**src/hdl/ohlcv_pkg.sv**
```systemverilog
package ohlcv_pkg;

  localparam int TIME_W  = 63;
  localparam int PRICE_W = 64;
  localparam int SYM_W   = 32;
  localparam int SIZE_W  = 32;
  localparam int COUNT_W = 16;
  localparam int UNIT_W  = 47;
  localparam int DIV_W   = 64;

  // Register indexes of the configuration port
  localparam logic [1:0] REG_BAR_UNIT    = 2'd0;
  localparam logic [1:0] REG_BAR_COUNT   = 2'd1;
  localparam logic [1:0] REG_CUTOFF_TIME = 2'd2;

  // Nanoseconds per bar unit: second, minute, hour, day
  localparam logic [UNIT_W-1:0] UNIT_NS [4] = '{
    47'd1000000000, 47'd60000000000, 47'd3600000000000, 47'd86400000000000
  };

  typedef struct packed {
    logic [TIME_W-1:0]  recv_time;
    logic [SYM_W-1:0]   symbol;
    logic [PRICE_W-1:0] trade_price;
    logic [PRICE_W-1:0] bid;
    logic [SIZE_W-1:0]  trade_size;
    logic               end_of_batch;
  } tick_t;

  typedef struct packed {
    logic [TIME_W-1:0]  open_time;
    logic [TIME_W-1:0]  close_time;
    logic [SYM_W-1:0]   bar_symbol;
    logic [PRICE_W-1:0] open_price;
    logic [PRICE_W-1:0] high_price;
    logic [PRICE_W-1:0] low_price;
    logic [PRICE_W-1:0] close_price;
    logic [PRICE_W-1:0] vwap;
    logic [PRICE_W-1:0] volume;
    logic [31:0]        tick_total;
    logic               batch_final;
  } bar_t;

  typedef enum logic [3:0] {
    ST_IDLE, ST_CHECK, ST_VDIV, ST_VWAIT, ST_EMIT, ST_ADIV, ST_AWAIT,
    ST_UPDATE, ST_MUL_LO, ST_MUL_HI, ST_MUL_ADD, ST_FINISH
  } state_t;

  // Why a bar is being emitted
  typedef enum logic [1:0] {
    CTX_CUTOFF, CTX_ROLL, CTX_EOB
  } ctx_t;

endpackage

```
**src/hdl/ohlcv_div.sv**
```systemverilog
module ohlcv_div import ohlcv_pkg::*; (
  input  logic             clk,
  input  logic             rst,
  input  logic             start,
  input  logic [DIV_W-1:0] num,
  input  logic [DIV_W-1:0] den,
  output logic             busy,
  output logic             done,
  output logic [DIV_W-1:0] quot,
  output logic [DIV_W-1:0] rem
);

  localparam int CNT_W = $clog2(DIV_W + 1);

  logic [CNT_W-1:0] cnt;
  logic [DIV_W-1:0] den_q;
  logic [DIV_W:0]   rem_shift;
  logic [DIV_W:0]   diff;

  // One quotient bit per cycle, restoring
  assign rem_shift = {rem, quot[DIV_W-1]};
  assign diff      = rem_shift - {1'b0, den_q};

  always_ff @(posedge clk) begin
    if (rst) begin
      busy <= 1'b0;
      done <= 1'b0;
      cnt  <= '0;
    end else begin
      done <= 1'b0;
      if (start) begin
        busy <= 1'b1;
        cnt  <= CNT_W'(DIV_W);
      end else if (busy) begin
        cnt <= cnt - 1'b1;
        if (cnt == CNT_W'(1)) begin
          busy <= 1'b0;
          done <= 1'b1;
        end
      end
    end
  end

  always_ff @(posedge clk) begin
    if (start) begin
      den_q <= den;
      quot  <= num;
      rem   <= '0;
    end else if (busy) begin
      if (!diff[DIV_W]) begin
        rem <= diff[DIV_W-1:0];
      end else begin
        rem <= rem_shift[DIV_W-1:0];
      end
      quot <= {quot[DIV_W-2:0], ~diff[DIV_W]};
    end
  end

endmodule

```
**config.mk**
```make
export PLATFORM = sky130hd
export DESIGN_NAME = ohlcv_div
export DESIGN_NICKNAME = d
export VERILOG_FILES = /design/src/hdl/ohlcv_pkg.sv /design/src/hdl/ohlcv_div.sv
export SDC_FILE = /design/constraint.sdc
export NUM_CORES = 1
export LEC_CHECK = 0
export ABC_AREA = 1
export BUFFER_PORTS_ARGS = -buffer_cell sky130_fd_sc_hd__buf_2
export CORE_UTILIZATION = 62
export CTS_CLUSTER_SIZE = 24
export DETAILED_ROUTE_END_ITERATION = 8
export GPL_ROUTABILITY_DRIVEN = 0
export GPL_TIMING_DRIVEN = 0
export PLACE_DENSITY = 0.87
export SETUP_SLACK_MARGIN = 0.3
export SLEW_MARGIN = 10
export SYNTH_ARGS = -nofsm -noshare
export SYNTH_HDL_FRONTEND = slang
export SYNTH_SLANG_ARGS = --single-unit
```
**constraint.sdc**
```tcl
create_clock -name clk -period 7.93 [get_ports clk]
set_input_delay 0.3965 -clock clk [delete_from_list [all_inputs] [get_ports clk]]
set_output_delay 0.3965 -clock clk [all_outputs]
set_load 0.02 [all_outputs]
```
# After elaboration in Yosys (flattened, before gate mapping)
# Cells that the tools add are included.
# word_totals
regBits	201
in_bits	131
output_inout_bits	130
# classes
add_sub_neg	2
eq_ne	1
mux	9
n_bitwise	2
n_reduce_logical	3
# ops
operator	count
64-bit 2-to-1 mux	3
65-bit by 64-bit subtractor with 65-bit output	1
7-bit 2-to-1 mux	2
7-bit by 1-bit equality test with 1-bit output (second input constant)	1
7-bit by 1-bit subtractor with 7-bit output (second input constant)	1
1-bit 2-to-1 mux	4
3-bit OR reduction	1
1-bit NOT	2
2-bit nonzero test	1
2-bit OR reduction	1

# Logic depth before layout (Yosys ltp)
# Gate-level depths: netlist (run 1).
# depth
depth_word	4
ltp_mapped	21
ltp_nobuf	19

# Worst setup path before layout (run 1)
# Ideal clock, no wire load.
# synth_path
path_type	input port to flip-flop
start	input start
end	register quot[0], enable pin
setup_ns	0.418
arrival_ns	2.350
required_time_ns	7.512
path_slack_ns	5.162
stages	5
path_cell_list	clkbuf_1 nor2_1 clkbuf_1 clkbuf_1 inv_1
# synth_between
elab_chain_cells	1
# synth_rtl
item	line_no	text
start, declared	ohlcv_div.sv:4	input logic start,
2-bit nonzero test (no source line)	--	
end signal, assigned	ohlcv_div.sv:47	quot <= num;
end signal, assigned	ohlcv_div.sv:55	quot <= {quot[DIV_W-2:0], ~diff[DIV_W]};
end, declared	ohlcv_div.sv:9	output logic [DIV_W-1:0] quot,
# No other way between the ends.
# A chain may end at the register's enable or synchronous reset.

# Final worst setup path (run 1)
# layout_path
start	register quot[63]
end	register rem[1]
# layout_between
elab_chain_cells	2
# layout_rtl
item	line_no	text
65-bit by 64-bit subtractor with 65-bit output	ohlcv_div.sv:22	assign diff = rem_shift - {1'b0, den_q};
64-bit 2-to-1 mux	ohlcv_div.sv:50	if (!diff[DIV_W]) begin
end signal, assigned	ohlcv_div.sv:51	rem <= diff[DIV_W-1:0];
end signal, assigned	ohlcv_div.sv:53	rem <= rem_shift[DIV_W-1:0];
end, declared	ohlcv_div.sv:10	output logic [DIV_W-1:0] rem
# No other way between the ends.

==> results of run 1 <==
critical path, cell delays in order (launching register included):
cell and delay, ns:
edfxtp_1 0.34, inv_1 0.08, ha_1 0.24, fa_1 0.43
inv_1 0.13, nand2_1 0.06, nand2_1 0.06, nand3_1 0.08
nand2_2 0.13, nand2_1 0.08, nand2_2 0.12, nand2_1 0.09
nand2_2 0.13, nand2_2 0.09, nand2_2 0.09, nand2_2 0.12
nand2_4 0.15, buf_2 0.29, nand2_1 0.14, nand3_2 0.09
nand2_1 0.05
routing by layer:
layer  wire [µm]  part of all wire
met5          10           0.00023
met2       20100              0.47
met4        2560             0.060
met1       16200              0.38
met3        4090             0.095
per-stage QoR:
stage | power (W) | cells
3_3_place_gp | 0.00160 | 2878
3_5_place_dp | 0.00161 | 2879
2_1_floorplan | 0.00147 | 2299
5_1_grt | 0.00268 | 2919
4_1_cts | 0.00259 | 2919
6_report | 0.00258 | 2919
layout make-up:
type,count,area [µm²],share of cell area
clock buffers,32,639,0.0366
well taps,319,399,0.0229
repair buffers,261,1320,0.0759
multi-input cells,1545,7540,0.432
flip-flops and latches,201,5310,0.304
clock inverters,8,42.5,0.00244
inverters,512,1920,0.110
plain buffers,41,279,0.0160
state kept, by name, summed over array words and instances (netlist names):
signal and count:
busy 1, cnt 7, den_q 64, done 1
quot 64, rem 64
placed cells by master, fill, tap and decap left out, types with 4 or more instances in the layout:
master / Yosys / routed
nand2_1: 1036 / 1036
inv_1: 503 / 502
buf_2: 10 / 269
edfxtp_1: 128 / 128
nor2_1: 106 / 106
nand3_1: 79 / 79
dfxtp_1: 73 / 73
ha_1: 66 / 66
a21oi_1: 48 / 48
nand3_2: 41 / 41
nand2_4: 41 / 41
clkbuf_1: 22 / 28
xnor2_1: 26 / 26
nand2_2: 24 / 24
clkbuf_16: 0 / 23
o21ai_0: 14 / 14
nor3_1: 14 / 14
inv_2: 9 / 10
nand3b_1: 10 / 10
nand4_1: 8 / 8
nor2_2: 7 / 7
buf_12: 6 / 7
xor2_1: 7 / 7
clkinv_2: 0 / 6
a21oi_2: 4 / 4
kinds of logic (layout without fill, tap and decap cells):
kind of cell,count (synthesis),count (layout),synth area share
and+or+nand+nor,1374,1374,0.400
xor gates and xnor gates,33,33,0.0192
AOI/OAI and AO/OA,71,71,0.0254
DFF,201,201,0.353
buffers and inverters,553,854,0.146
adders and majority gates,67,67,0.0562
final timing paths:
check,from,to,slack [ns],cells past startpoint
min reg2reg,cnt[6],cnt[6],0.48,2
max,quot[63],rem[1],4.81,20
max reg2reg,quot[63],rem[1],4.81,20
min,den[44],den_q[44],0.04,1
power by group:
group	internal (W)	total, W	switching (W)
Clock	0.000559	0.000984	0.000425
Combinational	0.000121	0.000375	0.000253
Sequential	0.00119	0.00123	0.0000343
==> flow_summary.toml, run 1 <==
[synth]
synth_top_area_share = 0.258
synth_area_per_cell_um2 = 6.54
yosysMostFrequentCell = "nand2_1"
syn-num-nets = 2497
synth_edf_count = 128
yosys_warnings = 0
synth_seq_cells = 201
synth_area_leaders = "nand2_1 (26%), edfxtp_1 (26%), inv_1 (13%), dfxtp_1 (9.7%), ha_1 (5.5%)"
netlist-cell-type-count = 34
synth-main-ff-cell = "edfxtp_1"
async_flop_share = 0
postSynthCellCount = 2299
ys_seq_area_frac = 0.353
synthTopCellsByCount = "nand2_1 (1036), inv_1 (503), edfxtp_1 (128)"
synthesis.area_mm2 = 0.0150
yosysTopAreaCell = "nand2_1"

[timing]
finalHoldViolations = 0
tightest_slew_ns = 1.15
tns_ns = 0
fin_ws_ns = 4.81
rsz0062_at_grt = "no"
whs_ns = 0.0401
period_needed_ns = 3.12
fin_crit_sh = 0.393
setup_violations = 0
finalClockSkew_ns = 0.0209
slew_headroom = 0.232
fmax_ghz = 0.321
slew_violations = 0

[placement]
io_buffers = 260
place_ws_ns = 4.37
dpl_cell_area_mm2 = 0.0168
dp_hpwl_um = 34000

[layout]
n_antenna_cell = 0
utilization = 0.739
fin_area_mm2 = 0.0175
area_delta_synth_final_pct = 16.0
drive_above_1_share = 0.170
fillers = 1890
final_nets = 2782

[global_route]
grt_max_degree = 66
grt_overflow_total = 0
first_global_vias = 14200
grt_pass1_wl_um = 68100
grt_antenna_before_repair = 1
grt_use_total = 0.350
use_met3 = 0.0788
busiest_layer = "met2"
use_met2 = 0.602
use_met1 = 0.397

[worst_setup_path]
cp.required_ns = 8.34
worst_setup_path_start_kind = "register"
critPathKind = "register to register"
arrival_ns = 3.53
end_kind = "register"
cp_max_fo = 10

[floorplan]
dieArea_mm2 = 0.0249
start_util = 0.637
die_w_um = 158
die_y_um = 158
core_mm2 = 0.0236
io_pins = 261
num_rows = 56

[clock_network]
ctsHtreeMaxLevel = 1
cts_resized = 0
clk_pin_slew_worst_paths_ns = 0.06
cts_tree = "done"
cts_root_buffer = "clkbuf_16"
numCtsBuffers = 22
postCtsHoldBufs = 0
post-cts-setup-buffers = 0
clk_path_buf_depth = 3
clock_latency_ns = 0.53
cts.sinks = 201

[min_path]
hold_class = "input pin to register"

[power_and_ir_drop]
p_leak_nw = 10.1
ir_drop_uv = 200
powerDensity_mw_per_mm2 = 148

[route]
dr.first_iter.drc_count = 1290
wl_per_cell_um = 14.7
postRouteAntennaNets = 0
dr.pass1.iters = 9
wl_um = 43000
via_per_inst = 5.09
via_count = 14900
remaining_drc_errors = 0

[job]
cap_violations = 0

[run_status]
status = "completed"
Power figures use the tool's default switching activity.
==> run 2, diff against run 1 <==
- ABC_AREA: 1 -> 0
- CORE_UTILIZATION: 62 -> 55
- PLACE_DENSITY: 0.87 -> 0.81
- clock period: 7.93 -> 3.1 ns (I/O delays scaled with it)
==> flow_summary.toml, run 2 <==
[timing]
setup_violations = 65
period_needed_ns = 3.41
fin_ws_ns = -0.307
slew_violations = 0
tightest_slew_ns = 1.06
rsz0062_at_grt = "yes"
slew_headroom = 0.294
finalHoldViolations = 0
finalClockSkew_ns = 0.0144
fin_crit_sh = 1.10
fmax_ghz = 0.294

[min_path]
hold_class = "input pin to register"
worstHoldStart = "start"

[synth]
async_flop_share = 0
synthTopCellsByCount = "edfxtp_1 (128), nor2_1 (97), inv_1 (88)"
yosysTopAreaCell = "edfxtp_1"
synth_top_area_share = 0.326
synth_seq_cells = 201
synth_area_per_cell_um2 = 10.1
synth_edf_count = 128
netlist-cell-type-count = 66
syn-num-nets = 1359
postSynthCellCount = 1161
yosysMostFrequentCell = "edfxtp_1"
synth-main-ff-cell = "edfxtp_1"
ys_seq_area_frac = 0.451
synthesis.area_mm2 = 0.0118
yosys_warnings = 0
synth_area_leaders = "edfxtp_1 (33%), dfxtp_1 (12%), ha_1 (7.0%), mux2_2 (6.1%), mux2i_1 (4.3%)"

[worst_setup_path]
crit_path_frequent_cell = "buf_6"
critPathKind = "register to register"
cp_num_buf_inv = 5
path_cells = "ha_1 > clkbuf_2 > a21oi_1 > o21ai_1 > a32oi_1 > a211oi_1 > a211o_1 > o41a_1 > o21a_1 > buf_6 > buf_12 > buf_6 > buf_6 > nor2b_1 > o21ai_1 > a41oi_1"
cp_top_family = "compound AO/OA/AOI/OAI gates"
slowest_stage = "dfxtp_1"
cp.required_ns = 3.48
cpPeakStageDelay_ns = 0.48
cp_max_fo = 8
path_depth = 16
worst_setup_path_start_kind = "register"
r2r_setup_slack_ns = -0.31
arrival_ns = 3.79
worstSetupEndpoint = "rem[42]"
rr_startpoint = "rem[28]"
reg2reg_depth = 16
end_kind = "register"
crit_start = "rem[28]"
rr_endpoint = "rem[42]"

[placement]
dp_hpwl_um = 23900
dpl_cell_area_mm2 = 0.0135
place_ws_ns = -0.635
dp_cells = 1697
io_buffers = 260

[clock_network]
clock_latency_ns = 0.54
clk_path_buf_depth = 3
cts_root_buffer = "clkbuf_16"
clk_pin_slew_worst_paths_ns = 0.06
numCtsBuffers = 23
cts.sinks = 201
ctsHtreeMaxLevel = 1
cts_tree = "done"

[power_and_ir_drop]
p_leak_nw = 7.08
powerDensity_mw_per_mm2 = 490
ir_drop_uv = 371

[layout]
n_antenna_cell = 0
final_cells = 1904
final_common_cell = "buf_2"
final_nets = 1811
final_cell_mix = "buf_2 (260), dlygate4sd3_1 (129), edfxtp_1 (128), nor2_1 (95), inv_1 (84)"
drive_above_1_share = 0.314
fin_area_mm2 = 0.0165
largest_registers = "den_q: 64 flops, quot: 64 flops, rem: 64 flops"
area_delta_synth_final_pct = 40.1

[global_route]
grt_antenna_before_repair = 0
grt_overflow_total = 0
first_global_vias = 11000
grt_use_total = 0.319
grt_max_degree = 66
grt_pass1_wl_um = 55100

[route]
remaining_drc_errors = 0
dr.pass1.iters = 6
via_per_inst = 5.82
via_count = 11100
dr.first_iter.drc_count = 808
postRouteAntennaNets = 0
wl_um = 37300
wl_per_cell_um = 19.6

[floorplan]
core_mm2 = 0.0210
dieArea_mm2 = 0.0220
start_util = 0.560
die_w_um = 148
io_pins = 261
num_rows = 53
die_y_um = 148

[job]
cap_violations = 0

[run_status]
violations = "negative setup slack"
status = "complete, but fails checks"
==> run 2: cell types whose count changed in the layout (fill, tap and decap cells not counted), sizes merged, moves of 18 or more <==
cell,delta
nand2,-1030
inv,-423
dlygate4sd3,+129
nand3,-106
mux2,+64
a211oi,+52
mux2i,+50
a21oi,+33
o21ai,+33
buf,+28
a21o,+27
clkbuf,+26
nor2,-18
==> run 2: how the worst min path moves through the flow <==
stage          slack (ns)  depth (start not counted)        end
2_1_floorplan        0.23                          1       busy
3_3_place_gp         0.33                          1  den_q[53]
3_5_place_dp         0.33                          1  den_q[29]
4_1_cts               0.1                          1  den_q[39]
5_1_grt              0.12                          1  den_q[39]
6_report             0.09                          1  den_q[39]
==> run 2: final cells by class <==
class | count | area (µm²)
Clock buffer | 31 | 606
Buffer | 59 | 402
Tap cell | 275 | 344
Timing Repair Buffer | 427 | 3040
Inverter | 88 | 333
Sequential cell | 201 | 5320
Clock inverter | 10 | 109
Fill cell | 1329 | 4520
Multi-Input combinational cell | 813 | 6340
==> run 2: timing repair <==
action                                 CTS  global route
resized for setup                       68            89
setup buffers                           17            15
gates cloned                             1             4
pin swaps                               43            27
setup endpoints to repair               65            65
endpoints found under the hold margin  130             0
hold buffers                           129             0
==> run 2: cells by family after synthesis <==
kind of cell | Yosys count | synth area share
compound gates | 299 | 0.167
simple gates | 270 | 0.108
xor+xnor | 63 | 0.0469
mux | 114 | 0.104
buf+inv | 147 | 0.0522
flops | 201 | 0.451
fa+ha+maj | 67 | 0.0718
==> run 2: power breakdown <==
part | switching (W) | internal (W)
sequential | 0.000167 | 0.00311
clock | 0.00113 | 0.00154
combinational | 0.00123 | 0.000910
==> run 2: metal layers <==
| metal | part of all wire | global-route usage | vias up |
|---|---|---|---|
| li1 | - | - | 5153 |
| met1 | 0.38 | 0.372 | 5221 |
| met2 | 0.49 | 0.558 | 567 |
| met3 | 0.077 | 0.0546 | 138 |
| met4 | 0.055 | 0.172 | 0 |
| met5 | 0 | 0 | - |
==> run 2: metrics by stage <==
step / TNS [ns] / total power [W] / util / hold slack, ns
after floorplan: 0 / 0.00453 / - / 0.227
after global placement: -103.61 / 0.00504 / 0.643 / 0.332
after detailed placement: -17.29 / 0.00508 / 0.644 / 0.333
after CTS: -4.72 / 0.00794 / 0.760 / 0.0980
after global routing: -15.92 / 0.00836 / 0.785 / 0.115
final: -12.90 / 0.00809 / 0.785 / 0.0943
